--- config.mk ---
export PLATFORM = sky130hd
export DESIGN_NAME = keyed_slot_pool_with_idle_reaping
export DESIGN_NICKNAME = d
export VERILOG_FILES = /design/src/hw/rtl/kspool_pkg.sv /design/src/hw/rtl/kspool_slot_mem.sv /design/src/hw/rtl/kspool_eval.sv /design/src/hw/rtl/keyed_slot_pool_with_idle_reaping.sv
export SDC_FILE = /design/constraint.sdc
export NUM_CORES = 2
export LEC_CHECK = 0
export BUFFER_PORTS_ARGS = -buffer_cell sky130_fd_sc_hd__buf_2
export CAP_MARGIN = 20
export CORE_UTILIZATION = 45
export CTS_CLUSTER_SIZE = 28
export DETAILED_ROUTE_END_ITERATION = 12
export GPL_TIMING_DRIVEN = 0
export PLACE_DENSITY = 0.69
export RECOVER_POWER = 50
export SLEW_MARGIN = 10
export SYNTH_ARGS = -nofsm -noshare
export SYNTH_HDL_FRONTEND = slang
export SYNTH_HIERARCHICAL = 1
export SYNTH_SLANG_ARGS = --single-unit
--- constraint.sdc ---
create_clock -name clk_i -period 53.6 [get_ports clk_i]
set_input_delay 10.72 -clock clk_i [delete_from_list [all_inputs] [get_ports clk_i]]
set_output_delay 10.72 -clock clk_i [all_outputs]
set_load 0.005 [all_outputs]
--- src/hw/rtl/kspool_pkg.sv ---
// Shared types and constants of the keyed slot pool.
`default_nettype none

package kspool_pkg;

  // Default sizes
  localparam int DEF_SLOTS    = 16;
  localparam int DEF_KEY_BITS = 64;

  // Fixed field widths
  localparam int STAMP_W    = 64;
  localparam int USES_W     = 32;
  localparam int IDX_OUT_W  = 4;
  localparam int CNT_OUT_W  = 5;
  localparam int TIMEOUT_W  = 31;
  localparam int WARM_W     = 5;
  localparam int OP_W       = 2;
  localparam int IN_DATA_W  = 136;
  localparam int OUT_DATA_W = 56;

  localparam logic [TIMEOUT_W-1:0] DEFAULT_TIMEOUT = 31'd60000;

  // Slot states
  typedef enum logic [1:0] {
    ST_FREE  = 2'd0,
    ST_INUSE = 2'd1,
    ST_WARM  = 2'd2
  } slot_state_e;

  // Operation codes
  typedef enum logic [OP_W-1:0] {
    OP_ACQUIRE = 2'd0,
    OP_RELEASE = 2'd1,
    OP_REAP    = 2'd2,
    OP_NOP     = 2'd3
  } op_e;

  // Register indexes (paddr bit 2)
  localparam logic REG_TIMEOUT    = 1'b0;
  localparam logic REG_WARM_FLOOR = 1'b1;

  // Verdict of the shared slot evaluator
  typedef struct packed {
    logic              key_hit;
    logic              expired;
    logic [USES_W-1:0] uses_inc;
  } eval_t;

endpackage

`default_nettype wire

--- src/hw/rtl/kspool_slot_mem.sv ---
// Slot record memory: one write port, one registered read port.
`default_nettype none

module kspool_slot_mem #(
  parameter int DEPTH = 16,
  parameter int WIDTH = 8,
  localparam int AW   = $clog2(DEPTH)
) (
  input  wire logic             clk_i,
  input  wire logic             we_i,
  input  wire logic [AW-1:0]    waddr_i,
  input  wire logic [WIDTH-1:0] wdata_i,
  input  wire logic [AW-1:0]    raddr_i,
  output logic      [WIDTH-1:0] rdata_o
);

  logic [WIDTH-1:0] mem [DEPTH];
  logic [WIDTH-1:0] rdata_q;

  // Write and read one record a cycle
  always_ff @(posedge clk_i) begin
    if (we_i) begin
      mem[waddr_i] <= wdata_i;
    end
    rdata_q <= mem[raddr_i];
  end

  assign rdata_o = rdata_q;

endmodule

`default_nettype wire

--- src/hw/rtl/kspool_eval.sv ---
// Shared slot evaluator: key match, idle timeout compare and use count bump.
`default_nettype none

module kspool_eval import kspool_pkg::*; #(
  parameter int KEY_BITS = DEF_KEY_BITS
) (
  input  wire logic [KEY_BITS-1:0]  rec_key_i,
  input  wire slot_state_e          rec_state_i,
  input  wire logic [STAMP_W-1:0]   rec_stamp_i,
  input  wire logic [USES_W-1:0]    rec_uses_i,
  input  wire logic [KEY_BITS-1:0]  lookup_key_i,
  input  wire logic [STAMP_W-1:0]   now_time_i,
  input  wire logic [TIMEOUT_W-1:0] idle_timeout_i,
  output eval_t                     eval_o
);

  logic [TIMEOUT_W-1:0] limit;
  logic [STAMP_W-1:0]   idle_time;

  // Zero timeout falls back to the default
  assign limit     = (idle_timeout_i == '0) ? DEFAULT_TIMEOUT : idle_timeout_i;
  // Idle time wraps modulo 2^64
  assign idle_time = now_time_i - rec_stamp_i;

  always_comb begin
    eval_o.key_hit  = (rec_state_i != ST_INUSE) && (rec_key_i == lookup_key_i);
    eval_o.expired  = (rec_state_i == ST_FREE) && (idle_time > STAMP_W'(limit));
    // Saturate at all ones
    eval_o.uses_inc = (&rec_uses_i) ? rec_uses_i : rec_uses_i + USES_W'(1);
  end

endmodule

`default_nettype wire

--- src/hw/rtl/keyed_slot_pool_with_idle_reaping.sv ---
// Keyed slot pool with idle reaping: stream ports, register port and sequencer.
//
// Usage: one command word enters on the s_axis channel (tuser carries the
// operation: acquire, release, reap or no operation) and exactly one result
// word leaves on the m_axis channel. The user must write idle_timeout
// (address 0) and the warm floor (address 4) over the APB port only while
// idle; the block itself does not enforce it. Slot records live in a
// single-port-read memory; one sequencer walks it one slot per read and
// decides each slot with a shared evaluator. Each slot visit is a READ state,
// which waits for the registered memory read, and an EXAM state that decides
// the slot. No operation and a bad release go straight to the result; a
// release visits its one slot; an acquire visits slots in order until a hit;
// an acquire that appends or fails and a reap visit every entry, then close
// in a last READ. The next word is taken in the cycle after the result loads.
// s_axis_tready is high only while the sequencer is idle; it may be high
// while an earlier result still waits in the output register. A stalled
// receiver holds the result, and a finished item then waits for it.
// Reset empties the table and restores the register defaults; no memory
// clearing pass is needed since the fill count guards every read.
`default_nettype none

module keyed_slot_pool_with_idle_reaping import kspool_pkg::*; #(
  parameter int SLOTS    = DEF_SLOTS,
  parameter int KEY_BITS = DEF_KEY_BITS
) (
  input  wire logic                  clk_i,
  input  wire logic                  rst_ni,
  // lookup_key[63:0], slot_index[67:64], now_time[131:68], zeros
  input  wire logic [IN_DATA_W-1:0]  s_axis_tdata,
  // operation[1:0]
  input  wire logic [OP_W-1:0]       s_axis_tuser,
  input  wire logic                  s_axis_tvalid,
  output logic                       s_axis_tready,
  // failed[0], granted_slot[4:1], slot_uses[36:5], reaped_count[41:37],
  // inuse_count[46:42], entry_count[51:47], zeros
  output logic [OUT_DATA_W-1:0]      m_axis_tdata,
  output logic                       m_axis_tvalid,
  input  wire logic                  m_axis_tready,
  input  wire logic                  psel,
  input  wire logic                  penable,
  input  wire logic                  pwrite,
  input  wire logic [2:0]            paddr,
  input  wire logic [31:0]           pwdata,
  output logic [31:0]                prdata,
  output logic                       pready
);

  localparam int IDX_W   = $clog2(SLOTS);
  localparam int CNT_W   = $clog2(SLOTS + 1);
  localparam int CMP_W   = (CNT_W > IDX_OUT_W) ? CNT_W : IDX_OUT_W;
  localparam int WCMP_W  = (CNT_W > WARM_W) ? CNT_W : WARM_W;
  localparam int REC_W   = KEY_BITS + 2 + STAMP_W + USES_W;
  // Record layout from the lowest bit: uses, stamp, state, key
  localparam int STAMP_LO = USES_W;
  localparam int STATE_LO = USES_W + STAMP_W;
  localparam int KEY_LO   = USES_W + STAMP_W + 2;

  typedef enum logic [1:0] {
    S_IDLE,
    S_READ,
    S_EXAM,
    S_DONE
  } fsm_e;

  // Configuration registers
  logic [TIMEOUT_W-1:0] idle_timeout_q;
  logic [WARM_W-1:0]    warm_floor_q;

  // Sequencer state
  fsm_e                 state_q;
  op_e                  op_q;
  logic [KEY_BITS-1:0]  key_q;
  logic [STAMP_W-1:0]   now_q;
  logic [CNT_W-1:0]     ptr_q;
  logic [CNT_W-1:0]     wptr_q;
  logic [CNT_W-1:0]     fill_q;
  logic [CNT_W-1:0]     inuse_q;
  logic [CNT_W-1:0]     warm_q;
  logic [CNT_W-1:0]     reaped_q;
  logic                 res_failed_q;
  logic [IDX_OUT_W-1:0] res_granted_q;
  logic [USES_W-1:0]    res_uses_q;
  logic                 m_valid_q;
  logic [OUT_DATA_W-1:0] m_data_q;

  // Input word fields
  logic [KEY_BITS-1:0]  in_key;
  logic [IDX_OUT_W-1:0] in_idx;
  logic [STAMP_W-1:0]   in_now;
  op_e                  in_op;
  logic                 in_accept;
  logic                 bad_release;

  // Memory ports and record fields
  logic                 mem_we;
  logic [IDX_W-1:0]     mem_waddr;
  logic [REC_W-1:0]     mem_wdata;
  logic [REC_W-1:0]     mem_rdata;
  logic [KEY_BITS-1:0]  r_key;
  slot_state_e          r_state;
  logic [STAMP_W-1:0]   r_stamp;
  logic [USES_W-1:0]    r_uses;
  eval_t                verdict;
  logic                 warm_enough;
  logic                 scan_end;
  logic                 table_full;

  // Unpack the input word
  assign in_key      = s_axis_tdata[KEY_BITS-1:0];
  assign in_idx      = s_axis_tdata[67:64];
  assign in_now      = s_axis_tdata[131:68];
  assign in_op       = op_e'(s_axis_tuser);
  assign in_accept   = s_axis_tvalid && s_axis_tready;
  assign bad_release = !(CMP_W'(in_idx) < CMP_W'(fill_q));

  assign s_axis_tready = (state_q == S_IDLE);
  assign m_axis_tvalid = m_valid_q;
  assign m_axis_tdata  = m_data_q;

  // Register port
  assign pready = 1'b1;
  assign prdata = (paddr[2] == REG_WARM_FLOOR) ? {{(32-WARM_W){1'b0}}, warm_floor_q}
                                               : {{(32-TIMEOUT_W){1'b0}}, idle_timeout_q};

  always_ff @(posedge clk_i or negedge rst_ni) begin
    if (!rst_ni) begin
      idle_timeout_q <= DEFAULT_TIMEOUT;
      warm_floor_q   <= '0;
    end else if (psel && penable && pwrite && pready) begin
      if (paddr[2] == REG_WARM_FLOOR) begin
        warm_floor_q <= pwdata[WARM_W-1:0];
      end else begin
        idle_timeout_q <= pwdata[TIMEOUT_W-1:0];
      end
    end
  end

  // Record storage
  kspool_slot_mem #(
    .DEPTH (SLOTS),
    .WIDTH (REC_W)
  ) u_mem (
    .clk_i   (clk_i),
    .we_i    (mem_we),
    .waddr_i (mem_waddr),
    .wdata_i (mem_wdata),
    .raddr_i (ptr_q[IDX_W-1:0]),
    .rdata_o (mem_rdata)
  );

  assign r_uses  = mem_rdata[USES_W-1:0];
  assign r_stamp = mem_rdata[STATE_LO-1:STAMP_LO];
  assign r_state = slot_state_e'(mem_rdata[KEY_LO-1:STATE_LO]);
  assign r_key   = mem_rdata[REC_W-1:KEY_LO];

  // Shared evaluator
  kspool_eval #(
    .KEY_BITS (KEY_BITS)
  ) u_eval (
    .rec_key_i      (r_key),
    .rec_state_i    (r_state),
    .rec_stamp_i    (r_stamp),
    .rec_uses_i     (r_uses),
    .lookup_key_i   (key_q),
    .now_time_i     (now_q),
    .idle_timeout_i (idle_timeout_q),
    .eval_o         (verdict)
  );

  assign warm_enough = (WCMP_W'(warm_q) >= WCMP_W'(warm_floor_q));
  assign scan_end    = (ptr_q == fill_q);
  assign table_full  = (fill_q == CNT_W'(SLOTS));

  // Record writes
  always_comb begin
    mem_we    = 1'b0;
    mem_waddr = ptr_q[IDX_W-1:0];
    mem_wdata = mem_rdata;
    unique case (state_q)
      S_READ: begin
        // Append a new slot when the acquire scan found no match
        if (scan_end && op_q == OP_ACQUIRE && !table_full) begin
          mem_we    = 1'b1;
          mem_waddr = fill_q[IDX_W-1:0];
          mem_wdata = {key_q, ST_INUSE, {STAMP_W{1'b0}}, USES_W'(1)};
        end
      end
      S_EXAM: begin
        case (op_q)
          OP_ACQUIRE: begin
            if (verdict.key_hit) begin
              mem_we    = 1'b1;
              mem_wdata = {r_key, ST_INUSE, r_stamp, verdict.uses_inc};
            end
          end
          OP_RELEASE: begin
            mem_we    = 1'b1;
            mem_wdata = {r_key, ST_FREE, now_q, r_uses};
          end
          OP_REAP: begin
            // Compact kept slots down to the write pointer
            if (!(verdict.expired && warm_enough)) begin
              mem_we    = 1'b1;
              mem_waddr = wptr_q[IDX_W-1:0];
              mem_wdata = {r_key, (verdict.expired ? ST_WARM : r_state), r_stamp, r_uses};
            end
          end
          default: begin
            mem_we = 1'b0;
          end
        endcase
      end
      default: begin
        mem_we = 1'b0;
      end
    endcase
  end

  // Sequencer
  always_ff @(posedge clk_i or negedge rst_ni) begin
    if (!rst_ni) begin
      state_q       <= S_IDLE;
      op_q          <= OP_NOP;
      key_q         <= '0;
      now_q         <= '0;
      ptr_q         <= '0;
      wptr_q        <= '0;
      fill_q        <= '0;
      inuse_q       <= '0;
      warm_q        <= '0;
      reaped_q      <= '0;
      res_failed_q  <= 1'b0;
      res_granted_q <= '0;
      res_uses_q    <= '0;
      m_valid_q     <= 1'b0;
      m_data_q      <= '0;
    end else begin
      // Drop the result once taken, unless a new one loads in its place
      if (m_valid_q && m_axis_tready && state_q != S_DONE) begin
        m_valid_q <= 1'b0;
      end
      unique case (state_q)
        S_IDLE: begin
          if (in_accept) begin
            op_q          <= in_op;
            key_q         <= in_key;
            now_q         <= in_now;
            ptr_q         <= '0;
            wptr_q        <= '0;
            reaped_q      <= '0;
            res_failed_q  <= 1'b0;
            res_granted_q <= '0;
            res_uses_q    <= '0;
            unique case (in_op)
              OP_ACQUIRE, OP_REAP: begin
                state_q <= S_READ;
              end
              OP_RELEASE: begin
                if (bad_release) begin
                  res_failed_q <= 1'b1;
                  state_q      <= S_DONE;
                end else begin
                  ptr_q   <= CNT_W'(in_idx);
                  state_q <= S_READ;
                end
              end
              default: begin
                state_q <= S_DONE;
              end
            endcase
          end
        end
        S_READ: begin
          if (scan_end) begin
            // Walk finished: append, fail or close the compaction
            if (op_q == OP_ACQUIRE) begin
              if (table_full) begin
                res_failed_q <= 1'b1;
              end else begin
                res_granted_q <= IDX_OUT_W'(fill_q);
                res_uses_q    <= USES_W'(1);
                fill_q        <= fill_q + CNT_W'(1);
                inuse_q       <= inuse_q + CNT_W'(1);
              end
            end else if (op_q == OP_REAP) begin
              fill_q <= wptr_q;
            end
            state_q <= S_DONE;
          end else begin
            state_q <= S_EXAM;
          end
        end
        S_EXAM: begin
          case (op_q)
            OP_ACQUIRE: begin
              if (verdict.key_hit) begin
                res_granted_q <= IDX_OUT_W'(ptr_q);
                res_uses_q    <= verdict.uses_inc;
                inuse_q       <= inuse_q + CNT_W'(1);
                if (r_state == ST_WARM) begin
                  warm_q <= warm_q - CNT_W'(1);
                end
                state_q <= S_DONE;
              end else begin
                ptr_q   <= ptr_q + CNT_W'(1);
                state_q <= S_READ;
              end
            end
            OP_RELEASE: begin
              if (r_state == ST_INUSE) begin
                inuse_q <= inuse_q - CNT_W'(1);
              end
              if (r_state == ST_WARM) begin
                warm_q <= warm_q - CNT_W'(1);
              end
              state_q <= S_DONE;
            end
            OP_REAP: begin
              if (verdict.expired && warm_enough) begin
                reaped_q <= reaped_q + CNT_W'(1);
              end else begin
                if (verdict.expired) begin
                  warm_q <= warm_q + CNT_W'(1);
                end
                wptr_q <= wptr_q + CNT_W'(1);
              end
              ptr_q   <= ptr_q + CNT_W'(1);
              state_q <= S_READ;
            end
            default: begin
              state_q <= S_DONE;
            end
          endcase
        end
        S_DONE: begin
          // Load the result once the output register is free
          if (!m_valid_q || m_axis_tready) begin
            m_valid_q <= 1'b1;
            m_data_q  <= {4'b0000, CNT_OUT_W'(fill_q), CNT_OUT_W'(inuse_q),
                          CNT_OUT_W'(reaped_q), res_uses_q, res_granted_q, res_failed_q};
            state_q   <= S_IDLE;
          end
        end
        default: begin
          state_q <= S_IDLE;
        end
      endcase
    end
  end

endmodule

`default_nettype wire

# After elaboration in Yosys (flattened, before gate mapping)
# Memory sizes are Yosys's and may differ from the RTL's. A register that Yosys moved wholly into a read port is not among the register bits.
# Index checks and enable logic that the tools add are counted.
# totals
word_cells	185
input_bits	180
output_inout_bits	91
reg_bits	288
n_memories	1
ramBits	2592
# memory_table
name	words	word_bits	read_ports	rd_ports_with_merged_regs	write_ports	line_no	rtl
u_mem.mem	16	162	1	1	1	kspool_slot_mem.sv:17	logic [WIDTH-1:0] mem [DEPTH];
# classes
n_addsub	10
magnitude_cmp	3
n_reduce_logical	39
n_eq_ne	34
bitwise_logic	1
muxes	80
# op_table
operator	n
162-bit case mux with 2 select lines	1
98-bit case mux with 3 select lines	1
32-bit two-way mux	7
98-bit two-way mux	2
162-bit two-way mux	1
32-bit case mux with 3 select lines	1
5-bit two-way mux	19
64-bit equality test	1
64-bit by 31-bit greater-than comparator with 1-bit output	1
64-bit subtractor	1
31-bit two-way mux	2
5-bit case mux with 2 select lines	6
4-bit two-way mux	11
32-bit by 1-bit adder with 32-bit output, second input constant	1
32-bit AND reduction	1
31-bit logical NOT	1
5-bit by 1-bit adder with 5-bit output, second input constant	6
2-bit != test, second input constant	13
4-bit AND reduction	4
1-bit two-way mux	15
5-bit case mux with 3 select lines	1
7-bit AND reduction	2
4-bit case mux with 3 select lines	1
2-bit equality test, second input constant	5
other kinds (25)	63

# Logic depth before layout (Yosys ltp)
# logic_depth
word_depth	10
depth_mapped	32
depth_no_buf	31

# Hierarchy
# Netlist, hierarchy kept.
# by_module_without_submodules
mod	cells_each	instances	seq_area_each_um2	area_per_inst_um2
kspool_slot_mem	4248	1	81077.8	100706.6
keyed_slot_pool_with_idle_reaping	1227	1	7218.2	14256.2
kspool_eval	1042	1	0.0	6899.1

# Least setup slack after synthesis
# OpenSTA, ideal clock, no wires.
# synth_timing
path_kind	input port to output port
start	input port paddr[2]
end	output port prdata[1]
setup_slack_ns	31.508
t_required_ns	42.880
n_path_buf	1
stages	2
arrival_time_ns	11.372
cell_sequence	clkbuf_1 -> mux2_2
# synth_between
elab_chain_len	1
# synth_lines
element	line_no	rtl
start: declaration	keyed_slot_pool_with_idle_reaping.sv:42	input wire logic [2:0] paddr,
31-bit two-way mux	keyed_slot_pool_with_idle_reaping.sv:122	assign prdata = (paddr[2] == REG_WARM_FLOOR) ? {{(32-WARM_W){1'b0}}, warm_floor_q}
end: declaration	keyed_slot_pool_with_idle_reaping.sv:44	output logic [31:0] prdata,
# No other way between the ends.

# Worst setup path in the final report
# Same ends and word-level chain as after synthesis.

==> results.toml <==
[critical_path]
required_ns = 42.88
cp_cell_sequence = "clkbuf_1 > clkbuf_1 > mux2_2 > buf_2"
start_kind = "input pin"
critPathKind = "in -> out"
critPathMaxFanout = 10
critPathMaxStageDelay_ns = 0.46
r2r_slack_ns = 40.33
crit_arrival_ns = 12.02
critPathSlowestCell = "clkbuf_1"
cp_common_cell = "clkbuf_1"
path_delay_family = "buffers and inverters"
crit_path_end_kind = "output pin"
crit_buf_inv = 3

[synthesis]
synth_top_area_share_pct = 63.9
synth_cell_type_count = 98
syn-instance-count = 6517
synth_top_cell_by_area = "edfxtp_1"
synthArstFlopShare_pct = 9.47
ys_top_cells_by_area = "edfxtp_1 64%, mux4_2 11%, dfrtp_1 5.7%, mux2_2 2.8%, dfxtp_1 2.7%"
synth_edf_count = 2592
synth_area_mm2 = 0.122
ys_seq_area_share_pct = 72.5
yosysWarnings = 6
synth-seq-cells = 3042
syn_avg_cell_area_um2 = 18.7
synth_common_cells = "2592 x edfxtp_1, 600 x mux4_2, 308 x mux2_2"
synthFlopType = "edfxtp_1"
yosysMostFrequentCell = "edfxtp_1"

[clock_network]
post_cts_resized = 0
cts_tree = "built"
postCtsSetupBuffers = 0
cts.sinks = 3042
cts.hold.buffers_added = 0
clkLatencyLatePin_ns = 0.88
ctsHtreeMaxLevel = 5
cts_buffer_depth = 4
clkTransAtPathRegs_ns = 0.06
cts_root_buf = "clkbuf_16"
numCtsBuffers = 302

[floorplan]
die-area_mm2 = 0.273
rows = 190
die_w_um = 522
core_area_mm2 = 0.269
start_util_pct = 45.4
num_io_pins = 271
die_h_um = 522

[global_routing]
grt_first_pass_wirelength_um = 502000
grt_pass1_vias = 68600
antenna_found_initial = 21
gr-total-overflow = 0
grt_max_degree = 97
track_usage_pct = 25.9

[cells_and_area]
nets = 7632
areaGrowthSynthToFinish_pct = 16.0
nFillCells = 20900
fin_area_mm2 = 0.141
drive_gt1_share_pct = 27.1

[timing]
relSlewSlack_pct = -280
fmaxAchievable_ghz = 0.0440
post-route-min-period_ns = 22.74
setup_viol = 0
finalSetupTns_ns = 0
skew_ns = 0.0445
hold_violations = 0
tightestPinTransition_ns = 5.70
rsz0062_at_grt = "false"
slew_violations = 171
fin_crit_sh_pct = 42.4

[detailed_routing]
via_per_inst = 6.29
routed_wl_um = 356000
drc = 0
first_pass_iters = 6
post_drt_wl_per_cell_um = 32.0
drt_iter0_drc = 9285
via_count = 70000
ant_nets = 0

[placed_design]
gp_congestion = 0.902
dp_hpwl_um = 242000
io_buffers = 256
dpl-instance-area_mm2 = 0.132

[power_and_ir_drop]
power_leakage_nw = 38.9
peakVddDrop_uv = 31.3
powerDensity_mw_per_mm2 = 33.6

[status]
status = "finished, violations left"
violations = "max-capacitance violations, max-slew violations"

[hold_path]
hp-class = "reg -> reg"

[flow_run]
max_cap_violations = 10
==> metrics by stage <==
step	power (mW)	setup WS (ns)	hold slack [ns]	instances	util (%)
2_1_floorplan	2.61	31.51	0.438	6521	-
3_3_place_gp	2.64	17.01	0.457	10300	47.5
3_5_place_dp	2.64	31.01	0.481	10600	49.0
4_1_cts	4.76	31.02	0.490	11100	52.7
5_1_grt	4.85	30.81	0.498	11100	52.6
6_report	4.74	30.86	0.482	11100	52.6
==> placed cells by master (no fill, tap or decap), drive strengths merged, types with 149 or more instances in the layout <==
| cell type | synthesis | routed |
|---|---|---|
| o21ai | 187 | 187 |
| nand2 | 301 | 301 |
| mux4 | 600 | 600 |
| mux2 | 309 | 309 |
| a22o | 149 | 149 |
| inv | 144 | 159 |
| clkbuf | 162 | 632 |
| dfrtp | 279 | 279 |
| buf | 191 | 640 |
| dfxtp | 162 | 162 |
| a22oi | 279 | 279 |
| edfxtp | 2592 | 2592 |
==> worst paths after layout <==
kind                             from                 to  depth (start not counted)
min in group asynchronous      rst_ni          key_q[13]                          1
min reg2reg                inuse_q[4]         inuse_q[4]                          1
min                        inuse_q[4]         inuse_q[4]                          1
max in group asynchronous      rst_ni          now_q[44]                          2
max reg2reg                  now_q[0]  u_mem/mem[4][117]                         41
max                          paddr[2]          prdata[1]                          4
==> flip-flops by register name, indices dropped and copies added (netlist names) <==
| register | flops |
|---|---|
| now_q | 64 |
| ptr_q | 5 |
| res_uses_q | 32 |
| m_axis_tdata | 52 |
| idle_timeout_q | 31 |
| m_axis_tvalid | 1 |
| fill_q | 5 |
| u_mem/rdata_o | 162 |
| inuse_q | 5 |
| state_q | 2 |
| wptr_q | 5 |
| warm_floor_q | 5 |
| res_failed_q | 1 |
| u_mem/mem | 2592 |
| warm_q | 5 |
| key_q | 64 |
| op_q | 2 |
| reaped_q | 5 |
| res_granted_q | 4 |
==> cells by family (layout without fill, tap and decap cells) <==
group	count (synthesis)	in the layout	share of synthesized area (%)
buf+inv	501	1556	2.08
fa+ha+maj	119	119	1.23
compound gates	998	998	5.83
other cells	2	21	0.00616
simple gates	761	761	3.08
xor+xnor	140	140	1.01
mux	954	954	14.3
flops	3042	3042	72.5
==> metal layers <==
layer	wire length, µm	track usage [%]
met5	93	0
met2	161000	39.5
met4	14200	9.37
met1	137000	35.9
met3	44300	6.80
==> power by group <==
part	total, mW	switching [mW]	internal, mW
Sequential	2.55	0.00886	2.54
Combinational	0.0408	0.0213	0.0195
Clock	2.15	0.898	1.25
==> cell type report <==
cell class                      count  area [µm²]  area share [%]
Clock buffer                      411        8400            5.95
Antenna cell                       15        37.5          0.0266
Sequential cell                  3042       88300            62.5
Clock inverter                    136        1590            1.12
Multi-Input combinational cell   2978       31100            22.0
Timing Repair Buffer              508        5000            3.54
Buffer                            357        1920            1.36
Tap cell                         3552        4440            3.14
Inverter                          144         541           0.382
==> worst reg2reg max path, delay by kind of cell, from the launching register on <==
kind	cells	cell delay, ns
compound gates	10	2.83
xor+xnor	1	0.47
fa+ha+maj	3	0.76
buf+inv	14	3.66
flops	1	0.49
simple gates	13	4.75
Note: power is estimated with default switching activity, not from simulation.
